## config.mk

```make
export PLATFORM = sky130hd
export DESIGN_NAME = bfcrc_reduce
export DESIGN_NICKNAME = d
export VERILOG_FILES = /design/src/hw/rtl/bfcrc_reduce.sv
export SDC_FILE = /design/constraint.sdc
export NUM_CORES = 1
export LEC_CHECK = 0
export BUFFER_PORTS_ARGS = -buffer_cell sky130_fd_sc_hd__buf_4
export CORE_ASPECT_RATIO = 0.75
export CORE_MARGIN = 8
export CORE_UTILIZATION = 42
export DETAILED_ROUTE_END_ITERATION = 6
export GPL_TIMING_DRIVEN = 0
export PLACE_DENSITY = 0.79
export SYNTH_ARGS = -nofsm -noshare
export SYNTH_HDL_FRONTEND = slang
export SYNTH_SLANG_ARGS = --single-unit
```

## constraint.sdc

```tcl
create_clock -name clock -period 0.95 [get_ports clock]
set_clock_uncertainty 0.2 [all_clocks]
set_input_delay 0.19 -clock clock [delete_from_list [all_inputs] [get_ports clock]]
set_output_delay 0.19 -clock clock [all_outputs]
set_load 0.01 [all_outputs]
```

## src/hw/rtl/bfcrc_reduce.sv

```systemverilog
// Reduction of a 32-bit word modulo FILTER_BITS by reciprocal multiply:
// a pipeline of value, quotient, partial remainder and remainder registers,
// ending in one correcting subtract. Depends on nothing but its parameter.
module bfcrc_reduce #(
   parameter int FILTER_BITS = 4096
) (
   input  logic                           clock,
   input  logic                           reset,
   input  logic                           go,
   input  logic [31:0]                    value,
   output logic                           done,
   output logic [$clog2(FILTER_BITS)-1:0] remainder
);
   localparam int IW = $clog2(FILTER_BITS);
   // floor(2^32 / FILTER_BITS); the estimated quotient is low by at most one
   localparam logic [31:0] RECIP   = 32'((64'd1 << 32) / 64'(FILTER_BITS));
   localparam logic [IW:0] DIVISOR = (IW+1)'(FILTER_BITS);

   logic [31:0]   val_ff, val_in;
   logic [63:0]   prod;
   logic [IW:0]   quo_ff, quo_in;
   logic [IW:0]   part_ff, part_in;
   logic [IW-1:0] rem_ff, rem_in;
   logic [3:0]    stage_ff, stage_in;

   // partial remainder is below 2*FILTER_BITS, so IW+1 low bits are exact
   always_comb begin
      val_in   = go ? value : val_ff;
      prod     = {32'd0, val_ff} * {32'd0, RECIP};
      quo_in   = prod[32 +: IW+1];
      part_in  = val_ff[IW:0] - (quo_ff * DIVISOR);
      if (part_ff >= DIVISOR) begin
         rem_in = IW'(part_ff - DIVISOR);
      end else begin
         rem_in = part_ff[IW-1:0];
      end
      stage_in = {stage_ff[2:0], go};
   end

   always_ff @(posedge clock) begin
      val_ff  <= val_in;
      quo_ff  <= quo_in;
      part_ff <= part_in;
      rem_ff  <= rem_in;
      if (reset) begin
         stage_ff <= '0;
      end else begin
         stage_ff <= stage_in;
      end
   end

   assign done      = stage_ff[3];
   assign remainder = rem_ff;

endmodule

```

After elaboration in Yosys (flattened, before gate mapping)
Cells that the tools add are included.

operators by class
  magnitude comparators = 1
  add/subtract/negate cells = 2
  multiplexer cells = 1

operators with widths
  cell                                                        count
  greater-or-equal comparator 13 bit (second input constant)  1
  subtractor 13 bit                                           1
  two-way mux 12 bit                                          1
  subtractor 12 x 1 -> 12 bit (second input constant)         1

word-level totals
  output and inout port bits = 13
  register bits after elaboration = 43
  bits of input ports = 35

Longest topological paths before layout
Gate-level depths: netlist (run 1).

  depth in word-level cells = 2
  depth in mapped cells = 1
  depth with buffers taken out = 1

Worst setup path before layout (run 1)
Ideal clock, no wire load.

  path type = reg-to-output
  start point = reg stage_ff[3]
  end point = out done
  path slack = 0.229 ns
  arrival = 0.331 ns
  stages on the path, launching flop included = 1
  cell sequence = dfxtp_1

RTL lines
  element                 RTL line  RTL
  from (decl)             24        logic [3:0] stage_ff, stage_in;
  from (signal assigned)  48        stage_ff <= stage_in;
  to (decl)               11        output logic done,

No word-level cell between the ends.

Worst setup path after layout (run 1)
  start point = reg rem_ff[3] (netlist: remainder[3])
  end point = out remainder[3]

RTL lines
  element                 RTL line  RTL
  from (decl)             23        logic [IW-1:0] rem_ff, rem_in;
  from (signal assigned)  44        rem_ff <= rem_in;
  to (decl)               12        output logic [$clog2(FILTER_BITS)-1:0] remainder

No word-level cell between the ends.

==> results of run 1 <==
## what timing repair did
item | in CTS | in global routing
setup endpoints to repair | 13 | 15
setup buffers | 0 | 0
hold endpoints to repair | 28 | 12
resized for setup | 18 | 10
## cells by family (layout without fill, tap and decap cells)
| group | after synthesis | after routing | share of synthesized area |
|---|---|---|---|
| buf+inv | 0 | 48 | 0 |
| flops | 40 | 40 | 0.9736 |
| other cells | 0 | 1 | 0 |
| simple gates | 4 | 4 | 0.02645 |
## power by group through the flow
stage	clock (W)	sequential (W)	combinational, W
floorplan	0	0.00197	0.00000388
global placement	0	0.00195	0.000143
detailed placement	0	0.00196	0.000145
CTS	0.000927	0.00193	0.000213
global route	0.000979	0.00194	0.000227
finish	0.000889	0.00193	0.000215
## sequential cells by signal (all words and copies together) (netlist names)
signal	count
part_ff	12
remainder	12
stage_ff	4
val_ff	12
## placed cells by master, fill, tap and decap left out
master,Yosys,layout
dfxtp_1,28,15
buf_4,0,14
buf_6,0,13
dfxtp_2,0,13
edfxtp_1,12,12
dlygate4sd3_1,0,11
clkbuf_4,0,5
nor2b_1,4,4
clkinvlp_4,0,2
dlymetal6s4s_1,0,2
diode_2,0,1
clkbuf_8,0,1
## layer usage
layer	share of wire	vias up	track usage
li1	-	241	-
met5	0	-	0
met1	0.32	234	0.05765
met2	0.55	21	0.1436
met3	0.11	5	0.06119
met4	0.021	0	0.07375
## worst max path at each step
stage                          endpoint  depth (start not counted)  slack [ns]
floorplan                          done                          0        0.23
global placement    val_ff[4]$_DFFE_PP_                          1        0.06
detailed placement  val_ff[0]$_DFFE_PP_                          1        0.06
CTS                        remainder[3]                          1       -0.25
global route               remainder[3]                          1       -0.26
finish                     remainder[3]                          1       -0.22
## cell type report
class                   count  area, µm²
flip-flops and latches     40      937.1
fillers                   159      765.7
repair buffers             40      386.6
clock buffers               6      51.30
well taps                  25      31.28
multi-input cells           4      25.02
clock inverters             2      15.01
diodes                      1      2.502
## per-stage QoR
step / util / hold WS, ns / setup slack [ns]
2_1_floorplan: - / 0.06161 / 0.2292
3_3_place_gp: 0.5328 / 0.1107 / 0.06495
3_5_place_dp: 0.5328 / 0.1121 / 0.05877
4_1_cts: 0.6463 / -0.03660 / -0.2490
5_1_grt: 0.6531 / -0.03393 / -0.2606
6_report: 0.6542 / -0.01762 / -0.2237
==> summary.md, run 1 <==
| Metric | Value |
|---|---|
| Fmax achieved | `852.0 MHz` |
| Total GRT Usage | `0.08306` |
| Count of flip-flops with a built-in enable after synthesis | `12` |
| Power Internal | `between 0.002 and 0.0025 W` |
| Source-to-sink clock delay at the later pin of the worst-skew pair | `about 0.34 ns` |
| Worst path top cell family by delay | `flip-flops` |
| Slowest stage cell, crit path | `dfxtp_2` |
| Number of warnings printed during yosys synthesis | `0` |
| Accumulated negative setup slack | `-2.855 ns` |
| Min-Delay Endpoint | `val_ff[2]$_DFFE_PP_` |
| Power spent charging and discharging nets | `0.0006309 W` |
| Final weighted congestion in routability-driven placement | `roughly 0.69` |
| Number of rows created at floorplan | `15` |
| Final Setup Violations | `17` |
| Standard cell core area | `between 0.002 and 0.0025 mm²` |
| Dominant cells by area after synthesis | `dfxtp_1 (59%), edfxtp_1 (38%), nor2b_1 (2.6%)` |
| Final hold violation count | `12` |
| Crit start category | `register` |
| Leakage | `0.6108 nW` |
| Proportion of synthesized chip area in sequential cells | `0.9735` |
| Synth unique cells | `3` |
| Iteration-0 DRC Markers | `25` |
| Synth Instances | `44` |
| Maximum number of buffers from clock root to sink | `2` |
| Total via count after detailed routing | `~500` |
| Crit path from | `remainder[3]$_DFF_P_` |
| Arrival time at the worst endpoint | `around 0.78 ns` |
| Final critical-path setup slack | `-0.2237 ns` |
| Cell with the most instances after synthesis | `dfxtp_1` |
| Die Area | `about 0.0040 mm²` |
| Peak fanout along the critical path | `1` |
| Worst min path class | `input pin to register` |
| Per-cell via count in the routed design | `4.246` |
| Number of global-route vias before repair | `~570` |
| DRC violations left | `0` |
| Clock-pin slew on the worst setup and hold paths | `between 0.1 and 0.15 ns` |
| Initial core utilization | `0.4271` |
| Summed instance area of the synthesized netlist | `around 950 µm²` |
| Type of the setup path with the least slack | `register to output port` |
| Mean area per synthesized cell | `approximately 21 µm²` |
| Number of buffer and inverter instances along the worst setup path | `1` |
| Clock buffers created by TritonCTS | `5` |
| Clock root buffer | `clkbuf_4` |
| Hold Slack | `-0.01762 ns` |
| Sinks on Clock Net | `40` |
| Maximum number of pins on one net before global-route repair | `14` |
| Startpoint of the worst hold path | `go` |
| Portion of the clock cycle consumed by the worst path in the final layout | `1.235` |
| Worst slew slack as a fraction of its limit | `0.8898` |
| Share of async-settable or async-resettable flops after synthesis | `0` |
| H-tree depth reported by CTS | `2` |
| Final std cell area, no fill | `roughly 0.0014 mm²` |
| First-pass GRT wire length | `2408 µm` |
| Post-synthesis net count | `between 70 and 80` |
| Clk network pwr share | `0.293` |
| Wire length per cell after detailed routing | `approximately 13 µm` |
| Number of buffers added on ports | `27` |
| Largest stage delay on the critical path | `roughly 0.34 ns` |
| Die height | `57.10 µm` |
| Instance count along the most critical hold path | `1` |
| Setup slack of the worst register-to-register path | `approximately 0.21 ns` |
| Net Sw Frac | `0.2079` |
| Antenna violations before repair | `0` |
| Detailed Route WL | `roughly 1500 µm` |
| Global route overflow | `0` |
| Violations in the final reports | `negative hold slack, negative setup slack` |
| Launch point of the worst reg-to-reg path | `stage_ff[1]$_SDFF_PP0_` |
| Endpoint of the worst register-to-register path | `stage_ff[2]$_SDFF_PP0_` |
| Critical Path End Type | `output port` |
| Cells traversed along the worst timing path | `buf_6` |
| Most numerous cell types in the synthesized netlist | `dfxtp_1 (28), edfxtp_1 (12), nor2b_1 (4)` |
| Clock tree from TritonCTS | `done` |
| Share of Yosys cell area claimed by the top area cell type | `0.5926` |
| Die boundary width | `around 71 µm` |
| Number of antenna-violating nets in the routed design | `0` |
| FF+latch count, synth | `40` |
| R2R cell count | `1` |
| Share of final-layout standard cells stronger than drive strength 1 | `0.5217` |
| Combinational group share of total power | `0.071` |
| RSZ-0062 raised after global routing | `true` |
| CTS hold repair buffers | `13` |
| Number of placed instances with taps included | `96` |
| Number of standard cells in the layout, taps in and fillers out | `118` |
| Cell area after placement | `approximately 0.0012 mm²` |
| Max-cap violation count | `0` |
| # IOs | `between 40 and 50` |
| PD cells | `between 2000 and 2500 mW/mm²` |
| Power after layout | `between 0.003 and 0.004 W` |
| Sequential group share of total power | `0.636` |
| WP data required | `around 0.56 ns` |
| Slew @ Worst Pin | `roughly 0.17 ns` |
| Syn-to-layout area delta | `53.17%` |
| Worst IR Drop VDD | `approximately 1.2 mV` |
| Number of nets in the finished design | `between 100 and 150` |
| Primary flip-flop cell chosen by synthesis mapping | `dfxtp_1` |
| Total iterations of the first detailed-routing run | `2` |
| Cell taking the most area after synthesis | `dfxtp_1` |
| Run status | `finished with violations` |
| Period minus WS final | `approximately 1.2 ns` |
| Max-slew violations | `0` |
No activity file was read; power rests on OpenSTA's default activity.
==> run 2: changes to the inputs <==
--- a/config.mk
+++ b/config.mk
@@ -12,6 +12,7 @@
 export DETAILED_ROUTE_END_ITERATION = 6
 export GPL_TIMING_DRIVEN = 0
 export PLACE_DENSITY = 0.79
+export RECOVER_POWER = 50
 export SYNTH_ARGS = -nofsm -noshare
 export SYNTH_HDL_FRONTEND = slang
 export SYNTH_SLANG_ARGS = --single-unit
==> run 2 against run 1 <==
The run ends with negative setup slack left. Flip-flop and latch count unchanged. Final cell count unchanged. Sequential power about the same. Sequential share of layout area increased by 0.11 points. Highest routed layer unchanged.
==> summary.md, run 2 (synthesis results as in run 1) <==
| Metric | Value |
|---|---|
| Power Internal | `roughly 0.0024 W` |
| Worst path top cell family by delay | `flip-flops` |
| Run status | `finished with violations` |
| Largest stage delay on the critical path | `~0.34 ns` |
| Max-slew violations | `0` |
| Detailed Route WL | `between 1500 and 2000 µm` |
| Number of nets in the finished design | `roughly 130` |
| Slowest stage cell, crit path | `dfxtp_2` |
| Clock buffers created by TritonCTS | `5` |
| Sequential group share of total power | `0.637` |
| Die height | `roughly 57 µm` |
| Power spent charging and discharging nets | `0.0006310 W` |
| DRC violations left | `0` |
| Crit start category | `register` |
| Number of antenna-violating nets in the routed design | `0` |
| WP data required | `between 0.5 and 0.6 ns` |
| Hold Slack | `approximately 0.025 ns` |
| Fmax achieved | `roughly 850 MHz` |
| Maximum number of pins on one net before global-route repair | `14` |
| Wire length per cell after detailed routing | `roughly 13 µm` |
| # IOs | `between 40 and 50` |
| Number of standard cells in the layout, taps in and fillers out | `between 100 and 150` |
| Leading cell type in the layout, fill and taps excluded | `dfxtp_1` |
| First-pass GRT wire length | `about 2400 µm` |
| Per-cell via count in the routed design | `4.263` |
| Initial core utilization | `0.4271` |
| Post-layout util | `0.6531` |
| Max-cap violation count | `0` |
| Worst IR Drop VDD | `approximately 1.2 mV` |
| CTS hold repair buffers | `13` |
| Syn-to-layout area delta | `52.91%` |
| Final Setup Violations | `17` |
| Antenna violations before repair | `0` |
| Source-to-sink clock delay at the later pin of the worst-skew pair | `around 0.34 ns` |
| PD cells | `2097 mW/mm²` |
| Total iterations of the first detailed-routing run | `2` |
| Type of the setup path with the least slack | `register to output port` |
| Critical Path End Type | `output port` |
| Net Sw Frac | `0.2081` |
| Standard cell core area | `approximately 0.0022 mm²` |
| Die Area | `slightly above 0.004 mm²` |
| Clk network pwr share | `0.293` |
| H-tree depth reported by CTS | `2` |
| Number of global-route vias before repair | `roughly 570` |
| Leakage | `~0.6 nW` |
| Number of placed instances with taps included | `between 90 and 100` |
| Global route overflow | `0` |
| Maximum number of buffers from clock root to sink | `2` |
| RSZ-0062 raised after global routing | `true` |
| Iteration-0 DRC Markers | `25` |
| Combinational group share of total power | `0.070` |
| Period minus WS final | `approximately 1.2 ns` |
| Final weighted congestion in routability-driven placement | `0.6916` |
| Total GRT Usage | `0.08306` |
| Peak fanout along the critical path | `1` |
| Final hold violation count | `0` |
| Worst min path class | `input pin to register` |
| Accumulated negative setup slack | `-2.856 ns` |
| Share of final-layout standard cells stronger than drive strength 1 | `0.5217` |
| Cell area after placement | `about 0.0012 mm²` |
| Die boundary width | `around 71 µm` |
| Top library cells by usage in the layout, fill and taps aside | `dfxtp_1 (15), buf_6 (13), dfxtp_2 (13)` |
| Final critical-path setup slack | `-0.2238 ns` |
| Violations in the final reports | `negative setup slack` |
| Cells traversed along the worst timing path | `buf_6` |
| Number of buffer and inverter instances along the worst setup path | `1` |
| Total via count after detailed routing | `503` |
| Sinks on Clock Net | `40` |
| Clock tree from TritonCTS | `done` |
| Clock-pin slew on the worst setup and hold paths | `0.12 ns` |
| Slew @ Worst Pin | `about 0.32 ns` |
| Number of rows created at floorplan | `15` |
| Portion of the clock cycle consumed by the worst path in the final layout | `1.236` |
| Number of buffers added on ports | `27` |
| Worst slew slack as a fraction of its limit | `0.7890` |
| Final std cell area, no fill | `around 0.0014 mm²` |
| Clock root buffer | `clkbuf_4` |
| Arrival time at the worst endpoint | `0.78 ns` |
[run 2: metrics by stage]
stage / total power, W / setup slack, ns
floorplan: 0.001975 / 0.2292
global placement: 0.002092 / 0.06495
detailed placement: 0.002103 / 0.05877
CTS: 0.003069 / -0.2490
global route: 0.003148 / -0.2606
finish: 0.003033 / -0.2238
[run 2: power groups by stage]
| stage | registers [W] | logic (W) | clock network [W] |
|---|---|---|---|
| after global placement | 0.00195 | 0.000143 | 0 |
| after detailed placement | 0.00196 | 0.000145 | 0 |
| after global routing | 0.00194 | 0.000226 | 0.000979 |
| after floorplan | 0.00197 | 0.00000388 | 0 |
| final | 0.00193 | 0.000213 | 0.000889 |
| after CTS | 0.00193 | 0.000213 | 0.000927 |
[run 2: final timing paths]
kind	endpoint	slack, ns	startpoint	cells past startpoint
setup / recovery	remainder[3]	-0.22	remainder[3]$_DFF_P_	1
hold / removal	val_ff[7]$_DFFE_PP_	0.03	value[7]	2
setup reg to reg	stage_ff[2]$_SDFF_PP0_	0.21	stage_ff[1]$_SDFF_PP0_	1
hold reg to reg	remainder[1]$_DFF_P_	0.13	part_ff[1]$_DFF_P_	0
[run 2: cell type report]
cell class / count / area, µm²
Clock buffer: 6 / 51.30
Antenna cell: 1 / 2.502
Multi-Input combinational cell: 4 / 25.02
Fill cell: 160 / 768.2
Tap cell: 25 / 31.28
Timing Repair Buffer: 40 / 384.1
Clock inverter: 2 / 15.01
Sequential cell: 40 / 937.1
[run 2: per-layer routing]
metal	GRT usage	share of wire	routed length [µm]
met1	0.05765	0.32	488
met2	0.1436	0.56	862
met3	0.06119	0.11	164
met4	0.07375	0.021	32
met5	0	0	0
[run 2: timing repair]
item | 4_1_cts | 5_1_grt
setup endpoints to repair | 13 | 15
endpoints found under the hold margin | 28 | 12
buffers inserted | 0 | 0
gates cloned | 0 | 0
resized for setup | 18 | 10
